$ cat config.mk
export PLATFORM = sky130hd
export DESIGN_NAME = pixel_to_rgb565_rle_encoder
export DESIGN_NICKNAME = d
export VERILOG_FILES = /design/src/design/p2rle_pkg.sv /design/src/design/p2rle_ram.sv /design/src/design/p2rle_pack.sv /design/src/design/pixel_to_rgb565_rle_encoder.sv
export SDC_FILE = /design/constraint.sdc
export NUM_CORES = 2
export LEC_CHECK = 0
export BUFFER_PORTS_ARGS = -buffer_cell sky130_fd_sc_hd__buf_4
export CORE_UTILIZATION = 50
export DETAILED_ROUTE_END_ITERATION = 8
export MAX_ROUTING_LAYER = met4
export PLACE_DENSITY = 0.66
export SYNTH_ARGS = -nofsm -noshare
export SYNTH_HDL_FRONTEND = slang
export SYNTH_SLANG_ARGS = --single-unit
export TNS_END_PERCENT = 20
$ cat constraint.sdc
create_clock -name clk -period 12.58 [get_ports clk]
set_clock_uncertainty 0.15 [all_clocks]
set_input_delay 1.887 -clock clk [delete_from_list [all_inputs] [get_ports clk]]
set_output_delay 1.887 -clock clk [all_outputs]
set_load 0.005 [all_outputs]
$ cat src/design/p2rle_pkg.sv
// Shared types, constants and pixel conversion for the RGB565 RLE encoder.
`default_nettype none
package p2rle_pkg;

  localparam int MAX_PIXELS = 2097152;
  localparam int LIT_DEPTH = 128;
  localparam int LIT_AW = $clog2(LIT_DEPTH);
  localparam int LIT_CW = 8;
  localparam int RUN_CW = 8;
  localparam int PIX_CW = 22;
  localparam int BYTE_CW = 23;
  localparam int ODATA_W = 96;
  localparam logic [RUN_CW-1:0] RUN_LAST = 8'd128;
  localparam logic [RUN_CW-1:0] RUN_HDR_OFS = 8'd126;
  localparam logic [BYTE_CW-1:0] BYTE_SAT = 23'h7FFFFF;
  localparam logic [PIX_CW-1:0] PIX_MAX = PIX_CW'(MAX_PIXELS);

  typedef enum logic [1:0] {
    FMT_1555 = 2'd0,
    FMT_8888 = 2'd1,
    FMT_RGBA = 2'd2,
    FMT_565  = 2'd3
  } fmt_t;

  typedef enum logic [3:0] {
    S_IDLE, S_EOF, S_RHDR, S_RLO, S_RHI, S_LHDR, S_LRD, S_LLO, S_LHI, S_FIN
  } state_t;

  typedef struct packed {
    logic               bvalid;
    logic [7:0]         bdata;
    logic               fin;
    logic               eof;
    logic [BYTE_CW-1:0] total;
    logic               oversize;
  } pack_cmd_t;

  typedef struct packed {
    logic bready;
    logic fin_ack;
  } pack_ack_t;

  function automatic logic [15:0] to_rgb565(input fmt_t fmt, input logic [31:0] v);
    logic [15:0] r;
    begin
      case (fmt)
        FMT_1555: r = {v[14:10], v[9:5], 1'b0, v[4:0]};
        FMT_8888: r = {v[23:19], v[15:10], v[7:3]};
        FMT_RGBA: r = {v[7:3], v[15:10], v[23:19]};
        default:  r = v[15:0];
      endcase
      return r;
    end
  endfunction

endpackage
`default_nettype wire

$ cat src/design/p2rle_ram.sv
// Generic single-port-write, registered-read RAM.
`default_nettype none
module p2rle_ram #(
  parameter int WIDTH = 16,
  parameter int DEPTH = 128
) (
  input  wire logic                     clk,
  input  wire logic                     we,
  input  wire logic [$clog2(DEPTH)-1:0] waddr,
  input  wire logic [WIDTH-1:0]         wdata,
  input  wire logic [$clog2(DEPTH)-1:0] raddr,
  output logic      [WIDTH-1:0]         rdata
);

  logic [WIDTH-1:0] mem [DEPTH];

  always_ff @(posedge clk) begin
    if (we) begin
      mem[waddr] <= wdata;
    end
    rdata <= mem[raddr];
  end

endmodule
`default_nettype wire

$ cat src/design/p2rle_pack.sv
// Byte packer: eight bytes per word, one-word hold for end-of-step marking, output register.
`default_nettype none
module p2rle_pack (
  input  wire logic                            clk,
  input  wire logic                            rst,
  input  wire p2rle_pkg::pack_cmd_t            cmd,
  output p2rle_pkg::pack_ack_t                 ack,
  output logic                                 m_tvalid,
  input  wire logic                            m_tready,
  output logic [p2rle_pkg::ODATA_W-1:0]        m_tdata,
  output logic                                 m_tlast,
  output logic [1:0]                           m_tuser
);

  logic [63:0] res;
  logic [3:0]  cnt;
  logic        pv;
  logic [63:0] pd;
  logic [3:0]  pc;
  logic        ov;
  logic [63:0] od;
  logic [3:0]  oc;
  logic        olast;
  logic        odone;
  logic [p2rle_pkg::BYTE_CW-1:0] obytes;
  logic        oover;
  logic        flush_w;
  logic        out_free;
  logic        out_load;

  assign flush_w = (cnt == 4'd8) || (cmd.fin && cmd.eof && (cnt != 4'd0));
  assign out_free = !ov || m_tready;
  assign ack.bready = !cnt[3];
  assign ack.fin_ack = cmd.fin && !flush_w && (!pv || out_free);
  assign out_load = pv && ((flush_w && out_free) || (!flush_w && ack.fin_ack));

  always_ff @(posedge clk) begin
    if (rst) begin
      res <= '0;
      cnt <= '0;
      pv <= 1'b0;
      ov <= 1'b0;
    end else begin
      if (ov && m_tready && !out_load) begin
        ov <= 1'b0;
      end
      if (flush_w) begin
        if (!pv) begin
          pd <= res;
          pc <= cnt;
          pv <= 1'b1;
          res <= '0;
          cnt <= '0;
        end else if (out_free) begin
          ov <= 1'b1;
          od <= pd;
          oc <= pc;
          olast <= 1'b0;
          odone <= 1'b0;
          obytes <= '0;
          oover <= 1'b0;
          pd <= res;
          pc <= cnt;
          res <= '0;
          cnt <= '0;
        end
      end else if (ack.fin_ack) begin
        if (pv) begin
          ov <= 1'b1;
          od <= pd;
          oc <= pc;
          olast <= 1'b1;
          odone <= cmd.eof;
          obytes <= cmd.eof ? cmd.total : '0;
          oover <= cmd.eof && cmd.oversize;
          pv <= 1'b0;
        end
      end else if (cmd.bvalid && ack.bready) begin
        res[{cnt[2:0], 3'b000} +: 8] <= cmd.bdata;
        cnt <= cnt + 4'd1;
      end
    end
  end

  assign m_tvalid = ov;
  assign m_tdata = {5'b0, obytes, oc, od};
  assign m_tlast = odone;
  assign m_tuser = {oover, olast};

endmodule
`default_nettype wire

$ cat src/design/pixel_to_rgb565_rle_encoder.sv
// Top level: RGB565 conversion and PackBits-style RLE sequencer.
// A pixel that emits nothing steps through accept, eof check and finish; emitting a run adds
// header, low and high byte states, and a literal flush adds a header and then a read, low and high
// byte state per stored pixel; byte states stall on output. The next pixel waits for idle.
// Reset: synchronous, clears all frame state; source_format returns to RGB565.
`default_nettype none
module pixel_to_rgb565_rle_encoder (
  input  wire logic        clk,
  input  wire logic        rst,
  input  wire logic        cfg_we,
  input  wire logic [1:0]  cfg_data,
  input  wire logic        s_tvalid,
  output logic             s_tready,
  input  wire logic [31:0] s_tdata,   // source_pixel[31:0]
  input  wire logic        s_tlast,   // end_of_frame
  output logic             m_tvalid,
  input  wire logic        m_tready,
  output logic [95:0]      m_tdata,   // packed_bytes[63:0], byte_count[67:64], frame_bytes[90:68]
  output logic             m_tlast,   // frame_done
  output logic [1:0]       m_tuser    // last_of_step[0], frame_oversize[1]
);

  p2rle_pkg::state_t state, state_next, ret, ret_next;
  p2rle_pkg::fmt_t fmt;
  logic [15:0] rp, rp_next, em_px, em_px_next, px, rdata;
  logic [p2rle_pkg::RUN_CW-1:0] rl, rl_next, em_len, em_len_next;
  logic [p2rle_pkg::LIT_CW-1:0] lit, lit_next;
  logic [p2rle_pkg::LIT_AW-1:0] idx, idx_next;
  logic eof_r, eof_next, accept, we;
  logic [p2rle_pkg::PIX_CW-1:0] pix_cnt, pix_next;
  logic [p2rle_pkg::BYTE_CW-1:0] byte_tot;
  p2rle_pkg::pack_cmd_t cmd;
  p2rle_pkg::pack_ack_t ack;

  assign s_tready = (state == p2rle_pkg::S_IDLE);
  assign accept = s_tvalid && s_tready;
  assign px = p2rle_pkg::to_rgb565(fmt, s_tdata);

  always_comb begin
    state_next = state;
    ret_next = ret;
    rp_next = rp;
    rl_next = rl;
    em_px_next = em_px;
    em_len_next = em_len;
    lit_next = lit;
    idx_next = idx;
    eof_next = eof_r;
    pix_next = pix_cnt;
    we = 1'b0;
    cmd = '0;
    cmd.eof = eof_r;
    cmd.total = byte_tot;
    cmd.oversize = (pix_cnt > p2rle_pkg::PIX_MAX);
    case (state)
      p2rle_pkg::S_IDLE: begin
        if (accept) begin
          eof_next = s_tlast;
          if (pix_cnt <= p2rle_pkg::PIX_MAX) begin
            pix_next = pix_cnt + 1'b1;
          end
          ret_next = p2rle_pkg::S_EOF;
          if (rl == '0) begin
            rp_next = px;
            rl_next = 8'd1;
            state_next = p2rle_pkg::S_EOF;
          end else if (px == rp) begin
            rl_next = rl + 8'd1;
            if (rl == 8'd1 && lit != '0) begin
              state_next = p2rle_pkg::S_LHDR;
            end else if (rl == p2rle_pkg::RUN_LAST) begin
              em_px_next = rp;
              em_len_next = rl + 8'd1;
              rl_next = '0;
              state_next = p2rle_pkg::S_RHDR;
            end else begin
              state_next = p2rle_pkg::S_EOF;
            end
          end else begin
            rp_next = px;
            rl_next = 8'd1;
            if (rl >= 8'd2) begin
              em_px_next = rp;
              em_len_next = rl;
              state_next = p2rle_pkg::S_RHDR;
            end else begin
              we = 1'b1;
              lit_next = lit + 8'd1;
              state_next = (lit_next == 8'(p2rle_pkg::LIT_DEPTH)) ?
                           p2rle_pkg::S_LHDR : p2rle_pkg::S_EOF;
            end
          end
        end
      end
      p2rle_pkg::S_EOF: begin
        if (!eof_r) begin
          state_next = p2rle_pkg::S_FIN;
        end else begin
          ret_next = p2rle_pkg::S_FIN;
          rl_next = '0;
          if (rl >= 8'd2) begin
            em_px_next = rp;
            em_len_next = rl;
            state_next = p2rle_pkg::S_RHDR;
          end else if (rl == 8'd1) begin
            we = 1'b1;
            lit_next = lit + 8'd1;
            state_next = p2rle_pkg::S_LHDR;
          end else begin
            state_next = (lit != '0) ? p2rle_pkg::S_LHDR : p2rle_pkg::S_FIN;
          end
        end
      end
      p2rle_pkg::S_RHDR: begin
        cmd.bvalid = 1'b1;
        cmd.bdata = em_len + p2rle_pkg::RUN_HDR_OFS;
        if (ack.bready) state_next = p2rle_pkg::S_RLO;
      end
      p2rle_pkg::S_RLO: begin
        cmd.bvalid = 1'b1;
        cmd.bdata = em_px[7:0];
        if (ack.bready) state_next = p2rle_pkg::S_RHI;
      end
      p2rle_pkg::S_RHI: begin
        cmd.bvalid = 1'b1;
        cmd.bdata = em_px[15:8];
        if (ack.bready) state_next = ret;
      end
      p2rle_pkg::S_LHDR: begin
        cmd.bvalid = 1'b1;
        cmd.bdata = lit - 8'd1;
        if (ack.bready) begin
          idx_next = '0;
          state_next = p2rle_pkg::S_LRD;
        end
      end
      p2rle_pkg::S_LRD: begin
        state_next = p2rle_pkg::S_LLO;
      end
      p2rle_pkg::S_LLO: begin
        cmd.bvalid = 1'b1;
        cmd.bdata = rdata[7:0];
        if (ack.bready) state_next = p2rle_pkg::S_LHI;
      end
      p2rle_pkg::S_LHI: begin
        cmd.bvalid = 1'b1;
        cmd.bdata = rdata[15:8];
        if (ack.bready) begin
          if ({1'b0, idx} + 8'd1 == lit) begin
            lit_next = '0;
            state_next = ret;
          end else begin
            idx_next = idx + 1'b1;
            state_next = p2rle_pkg::S_LRD;
          end
        end
      end
      p2rle_pkg::S_FIN: begin
        cmd.fin = 1'b1;
        if (ack.fin_ack) begin
          state_next = p2rle_pkg::S_IDLE;
          if (eof_r) begin
            rp_next = '0;
            rl_next = '0;
            lit_next = '0;
            pix_next = '0;
          end
        end
      end
      default: state_next = p2rle_pkg::S_IDLE;
    endcase
  end

  always_ff @(posedge clk) begin
    if (rst) begin
      state <= p2rle_pkg::S_IDLE;
      ret <= p2rle_pkg::S_IDLE;
      fmt <= p2rle_pkg::FMT_565;
      rp <= '0;
      rl <= '0;
      lit <= '0;
      idx <= '0;
      eof_r <= 1'b0;
      pix_cnt <= '0;
      byte_tot <= '0;
    end else begin
      state <= state_next;
      ret <= ret_next;
      if (cfg_we) fmt <= p2rle_pkg::fmt_t'(cfg_data);
      rp <= rp_next;
      rl <= rl_next;
      lit <= lit_next;
      idx <= idx_next;
      eof_r <= eof_next;
      pix_cnt <= pix_next;
      if (state == p2rle_pkg::S_FIN && ack.fin_ack && eof_r) begin
        byte_tot <= '0;
      end else if (cmd.bvalid && ack.bready && byte_tot != p2rle_pkg::BYTE_SAT) begin
        byte_tot <= byte_tot + 1'b1;
      end
    end
  end

  always_ff @(posedge clk) begin
    em_px <= em_px_next;
    em_len <= em_len_next;
  end

  p2rle_ram #(.WIDTH(16), .DEPTH(p2rle_pkg::LIT_DEPTH)) u_lit (
    .clk   (clk),
    .we    (we),
    .waddr (lit[p2rle_pkg::LIT_AW-1:0]),
    .wdata (rp),
    .raddr (idx),
    .rdata (rdata)
  );

  p2rle_pack u_pack (
    .clk      (clk),
    .rst      (rst),
    .cmd      (cmd),
    .ack      (ack),
    .m_tvalid (m_tvalid),
    .m_tready (m_tready),
    .m_tdata  (m_tdata),
    .m_tlast  (m_tlast),
    .m_tuser  (m_tuser)
  );

endmodule
`default_nettype wire

==> metrics.md <==
| Metric | Value |
|---|---|
| Synthesized-area fraction occupied by and/or/nand/nor cells | `3.419%` |
| Main combinational cell family by area after synthesis | `multiplexers` |
| Final setup viols | `0` |
| Slowest cell delay on critical path | `790 ps` |
| Most numerous cell on the critical path | `sky130_fd_sc_hd__buf_4` |
| Iteration-0 DRC Markers | `5237` |
| CP arrival | `6190 ps` |
| Worst path slowest cell | `sky130_fd_sc_hd__buf_4` |
| Clock input transition at the sequential cells of the worst setup and hold paths | `60 ps` |
| Count of endpoints failing hold in the final timing report | `0` |
| Layout overhead on the synthesized area | `13.54%` |
| Register bit count reported by yosys | `2413` |
| HP Class | `reg -> reg` |
| Run status | `finished clean` |
| Aggregate global routing overflow | `0` |
| Proportion of layout cells with a drive suffix above 1 | `30.01%` |
| Maximum clock frequency | `173.8 MHz` |
| Hold-fix buffer count after cts | `0` |
| Synth Area in Compound Gates | `2.211%` |
| Final routed DRC violation total | `0` |
| Total Negative Setup Slacks | `0 ps` |
| Netlist area before placement | `93660 um^2` |
| Insertion delay to the later sink of the worst-skew pair | `860 ps` |
| GRT met3 Usage | `3.145%` |
| Chip Width | `434.8 um` |
| Via count normalized by instance count | `6.129` |
| Required time of the worst setup path | `13020 ps` |
| Met1 Resource Use GR | `33.83%` |
| Average wire length per cell after detail routing | `28.44 um` |
| Family with the most delay on the worst path | `simple AND/OR/NAND/NOR gates` |
| Xor and xnor fraction of the mapped netlist area | `0.6733%` |
| Number of I/O pins | `141` |
| Maximum clock path buffer count | `3` |
| Number of nets with antenna violations after detailed routing | `0` |
| Floorplan core area | `185800 um^2` |
| Sort of element at the end of the critical path | `flip-flop` |
| Total routed wirelength | `212400 um` |
| Die Height | `434.8 um` |
| Antenna violations before repair | `9` |
| Number of buffers inserted by post-CTS setup repair | `0` |
| Clock tree from TritonCTS | `done` |
| Part of the cycle the worst path needs | `45.73%` |
| Number of nets in the final layout | `4849` |
| Slew HR | `16.74%` |
| Row cnt | `158` |
| Global-route wire length before repair | `309900 um` |
| Count of input and output buffers | `124` |
| Kind of start point of the critical path | `input port` |
| Number of distinct library cell variants in the gate-level netlist after synthesis | `71` |
| Synthesized instance count | `4513` |
| Mux cell area share after synthesis | `16.71%` |
| HPWL after DPL | `127900 um` |
| Drt first pass iters | `6` |
| Root Driver | `sky130_fd_sc_hd__clkbuf_16` |
| Share of flip-flops with an asynchronous set or reset | `0%` |
| Sink Count | `2413` |
| Transition time at the pin with the least slew margin | `1244 ps` |
| Type of the worst setup path | `in -> reg` |
| Pin count of the biggest net entering global routing | `131` |
| Most instantiated flip-flop cell in the synthesis netlist | `sky130_fd_sc_hd__edfxtp_1` |
| Critical path, cell by cell | `buf_4 -> mux4_2 -> xnor2_1 -> o2111ai_1 -> nor4_2 -> nand3_1 -> a31o_1 -> nand2_4 -> buf_4 -> nor3_2 -> buf_4` |
| Worst-case vdd ir drop | `0.1389 mV` |
| Cell leakage power | `33.25 nW` |
| Total GRT Usage | `23.10%` |
| Most utilized layer in the global route result | `met2` |
| DR vias | `45780` |
| Unrepaired setup endpoints after global routing | `false` |
| Final max-slew violation count | `0` |
| Via count of the first global-routing pass | `44490` |
| Pwr Density | `176.9 nW/um^2` |
| Weighted congestion reported at the end of routability-driven placement | `0.8951` |
| Die area | `189100 um^2` |
| # H-tree levels | `4` |
| Buffer and inverter count on the worst path | `3` |
| Minimum period implied by the final worst setup slack | `5753 ps` |
| Worst hold slack across all endpoints | `265.7 ps` |
| Share of synthesized area occupied by flip-flops and latches | `75.45%` |
| Count of warnings emitted by yosys | `0` |
| Number of gates resized after CTS | `0` |
| Highest net fanout along the worst path | `44` |
| Average size of a mapped cell | `20.75 um^2` |
| Initial Util | `50.40%` |
| Met2 usage | `34.12%` |
| Num CTS Buffers | `231` |
| Number of enable flip-flop cells after synthesis | `2234` |
| Synthesized-area fraction occupied by adder cells | `0.2004%` |
| Maximum Capacitance Violations | `0` |
-- per-stage QoR --
stage	setup WS [ps]	util, %	power [mW]	instance area, um^2	instances
floorplan	2893	-	11.15	93680	4517
global placement	6018	53.18	12.01	98830	7041
detailed placement	6013	53.18	12.10	98830	7041
CTS	6913	57.21	18.91	106300	7461
global route	6648	57.22	19.38	106300	7463
finish	6827	57.23	18.82	106300	7470
-- flip-flops by register name (all words and copies together), names as in the netlist, 2 cells and up --
register	cells
rp	16
u_pack.pc	4
u_lit.rdata	16
u_pack.obytes	23
ret	2
u_pack.cnt	4
u_pack.pd	64
lit	8
u_pack.res	64
em_len	8
u_lit.mem	2048
byte_tot	23
u_pack.od	64
idx	7
em_px	16
u_pack.oc	4
state	4
rl	8
pix_cnt	22
fmt	2
-- cell type report --
type | count | area [um^2]
antenna | 9 | 22.52
clock buffer | 292 | 6228
fill | 13520 | 79490
multi-input combinational | 1805 | 22500
inverter | 38 | 150.1
timing repair buffer | 305 | 2340
tap | 2480 | 3103
sequential | 2413 | 70740
clock inverter | 128 | 1264
-- synth_stat cells (all sizes together) (5+ instances only) --
| cell type | n | area [um^2] |
|---|---|---|
| a211oi | 8 | 60.06 |
| a21o | 5 | 37.54 |
| a21oi | 83 | 426.7 |
| a22o | 30 | 262.8 |
| a311oi | 5 | 43.79 |
| a31oi | 34 | 212.7 |
| a32oi | 21 | 183.9 |
| and2 | 12 | 75.07 |
| and3 | 43 | 269.0 |
| buf | 102 | 511.7 |
| clkbuf | 159 | 596.8 |
| dfxtp | 179 | 3583 |
| edfxtp | 2234 | 67080 |
| ha | 15 | 187.7 |
| inv | 34 | 127.6 |
| mux2 | 26 | 292.8 |
| mux2i | 49 | 490.5 |
| mux4 | 660 | 14860 |
| nand2 | 130 | 488.0 |
| nand2b | 11 | 68.82 |
| nand3 | 64 | 320.3 |
| nand4 | 16 | 100.1 |
| nor2 | 173 | 649.4 |
| nor2b | 14 | 87.58 |
| nor3 | 155 | 775.7 |
| nor4 | 12 | 81.33 |
| o211ai | 5 | 37.54 |
| o21a | 20 | 150.1 |
| o21ai | 48 | 240.2 |
| o31ai | 5 | 37.54 |
| o32ai | 6 | 52.55 |
| or2 | 5 | 31.28 |
| or3 | 23 | 143.9 |
| xnor2 | 40 | 350.3 |
| xor2 | 32 | 280.3 |
-- power breakdown --
part,switching (mW),internal (mW),leakage [nW]
clock network,2.93,3.94,3.67
logic,1.32,0.438,7.64
registers,0.520,9.67,21.9
-- per-layer routing --
metal | wire length (um) | vias up | share of wire (%)
li1 | - | 19340 | -
met1 | 91570 | 24320 | 43
met2 | 100000 | 1802 | 47
met3 | 14790 | 314 | 7.0
met4 | 6080 | 0 | 2.9
met5 | 0 | - | 0
-- placed cells by master, fill, tap and decap left out, types with 11 or more instances in the layout --
| master | netlist | final |
|---|---|---|
| sky130_fd_sc_hd__a21oi_1 | 80 | 80 |
| sky130_fd_sc_hd__a22o_1 | 30 | 30 |
| sky130_fd_sc_hd__a31oi_1 | 34 | 33 |
| sky130_fd_sc_hd__a32oi_1 | 21 | 21 |
| sky130_fd_sc_hd__and2_1 | 12 | 12 |
| sky130_fd_sc_hd__and3_1 | 43 | 43 |
| sky130_fd_sc_hd__buf_4 | 12 | 301 |
| sky130_fd_sc_hd__bufinv_16 | 0 | 22 |
| sky130_fd_sc_hd__clkbuf_1 | 159 | 47 |
| sky130_fd_sc_hd__clkbuf_16 | 0 | 238 |
| sky130_fd_sc_hd__clkinv_1 | 4 | 40 |
| sky130_fd_sc_hd__clkinv_2 | 0 | 46 |
| sky130_fd_sc_hd__dfxtp_1 | 179 | 160 |
| sky130_fd_sc_hd__dfxtp_4 | 0 | 19 |
| sky130_fd_sc_hd__edfxtp_1 | 2234 | 2234 |
| sky130_fd_sc_hd__ha_1 | 15 | 15 |
| sky130_fd_sc_hd__inv_1 | 34 | 34 |
| sky130_fd_sc_hd__mux2_2 | 25 | 25 |
| sky130_fd_sc_hd__mux2i_1 | 49 | 49 |
| sky130_fd_sc_hd__mux4_2 | 660 | 660 |
| sky130_fd_sc_hd__nand2_1 | 130 | 128 |
| sky130_fd_sc_hd__nand2b_1 | 11 | 11 |
| sky130_fd_sc_hd__nand3_1 | 64 | 60 |
| sky130_fd_sc_hd__nand4_1 | 16 | 16 |
| sky130_fd_sc_hd__nor2_1 | 173 | 172 |
| sky130_fd_sc_hd__nor2b_1 | 14 | 14 |
| sky130_fd_sc_hd__nor3_1 | 155 | 26 |
| sky130_fd_sc_hd__nor3_2 | 0 | 121 |
| sky130_fd_sc_hd__nor4_1 | 11 | 11 |
| sky130_fd_sc_hd__o21a_1 | 20 | 20 |
| sky130_fd_sc_hd__o21ai_0 | 46 | 46 |
| sky130_fd_sc_hd__or3_1 | 23 | 23 |
| sky130_fd_sc_hd__xnor2_1 | 40 | 40 |
| sky130_fd_sc_hd__xor2_1 | 32 | 32 |
-- worst paths after layout --
path,endpoint,from,slack [ps],cells after the start
max,u_lit.mem[115][2],s_tdata[11],6830,11
min,u_pack.od[39],u_pack.pd[39],270,0
max reg2reg,u_lit.mem[115][2],fmt[1],7230,11
min reg2reg,u_pack.od[39],u_pack.pd[39],270,0
-- kinds of logic (layout without fill, tap and decap cells) --
logic type               count (synthesis)  count (layout)
buffers and inverters                  299             763
XOR/XNOR                                72              72
AND/OR/NAND/NOR                        671             671
AO/OA/AOI/OAI                          307             307
multiplexers                           735             735
flip-flops                            2413            2413
adder cells (fa/ha/maj)                 15              15
other                                    1              14
Note: power is estimated with default switching activity, not from simulation.
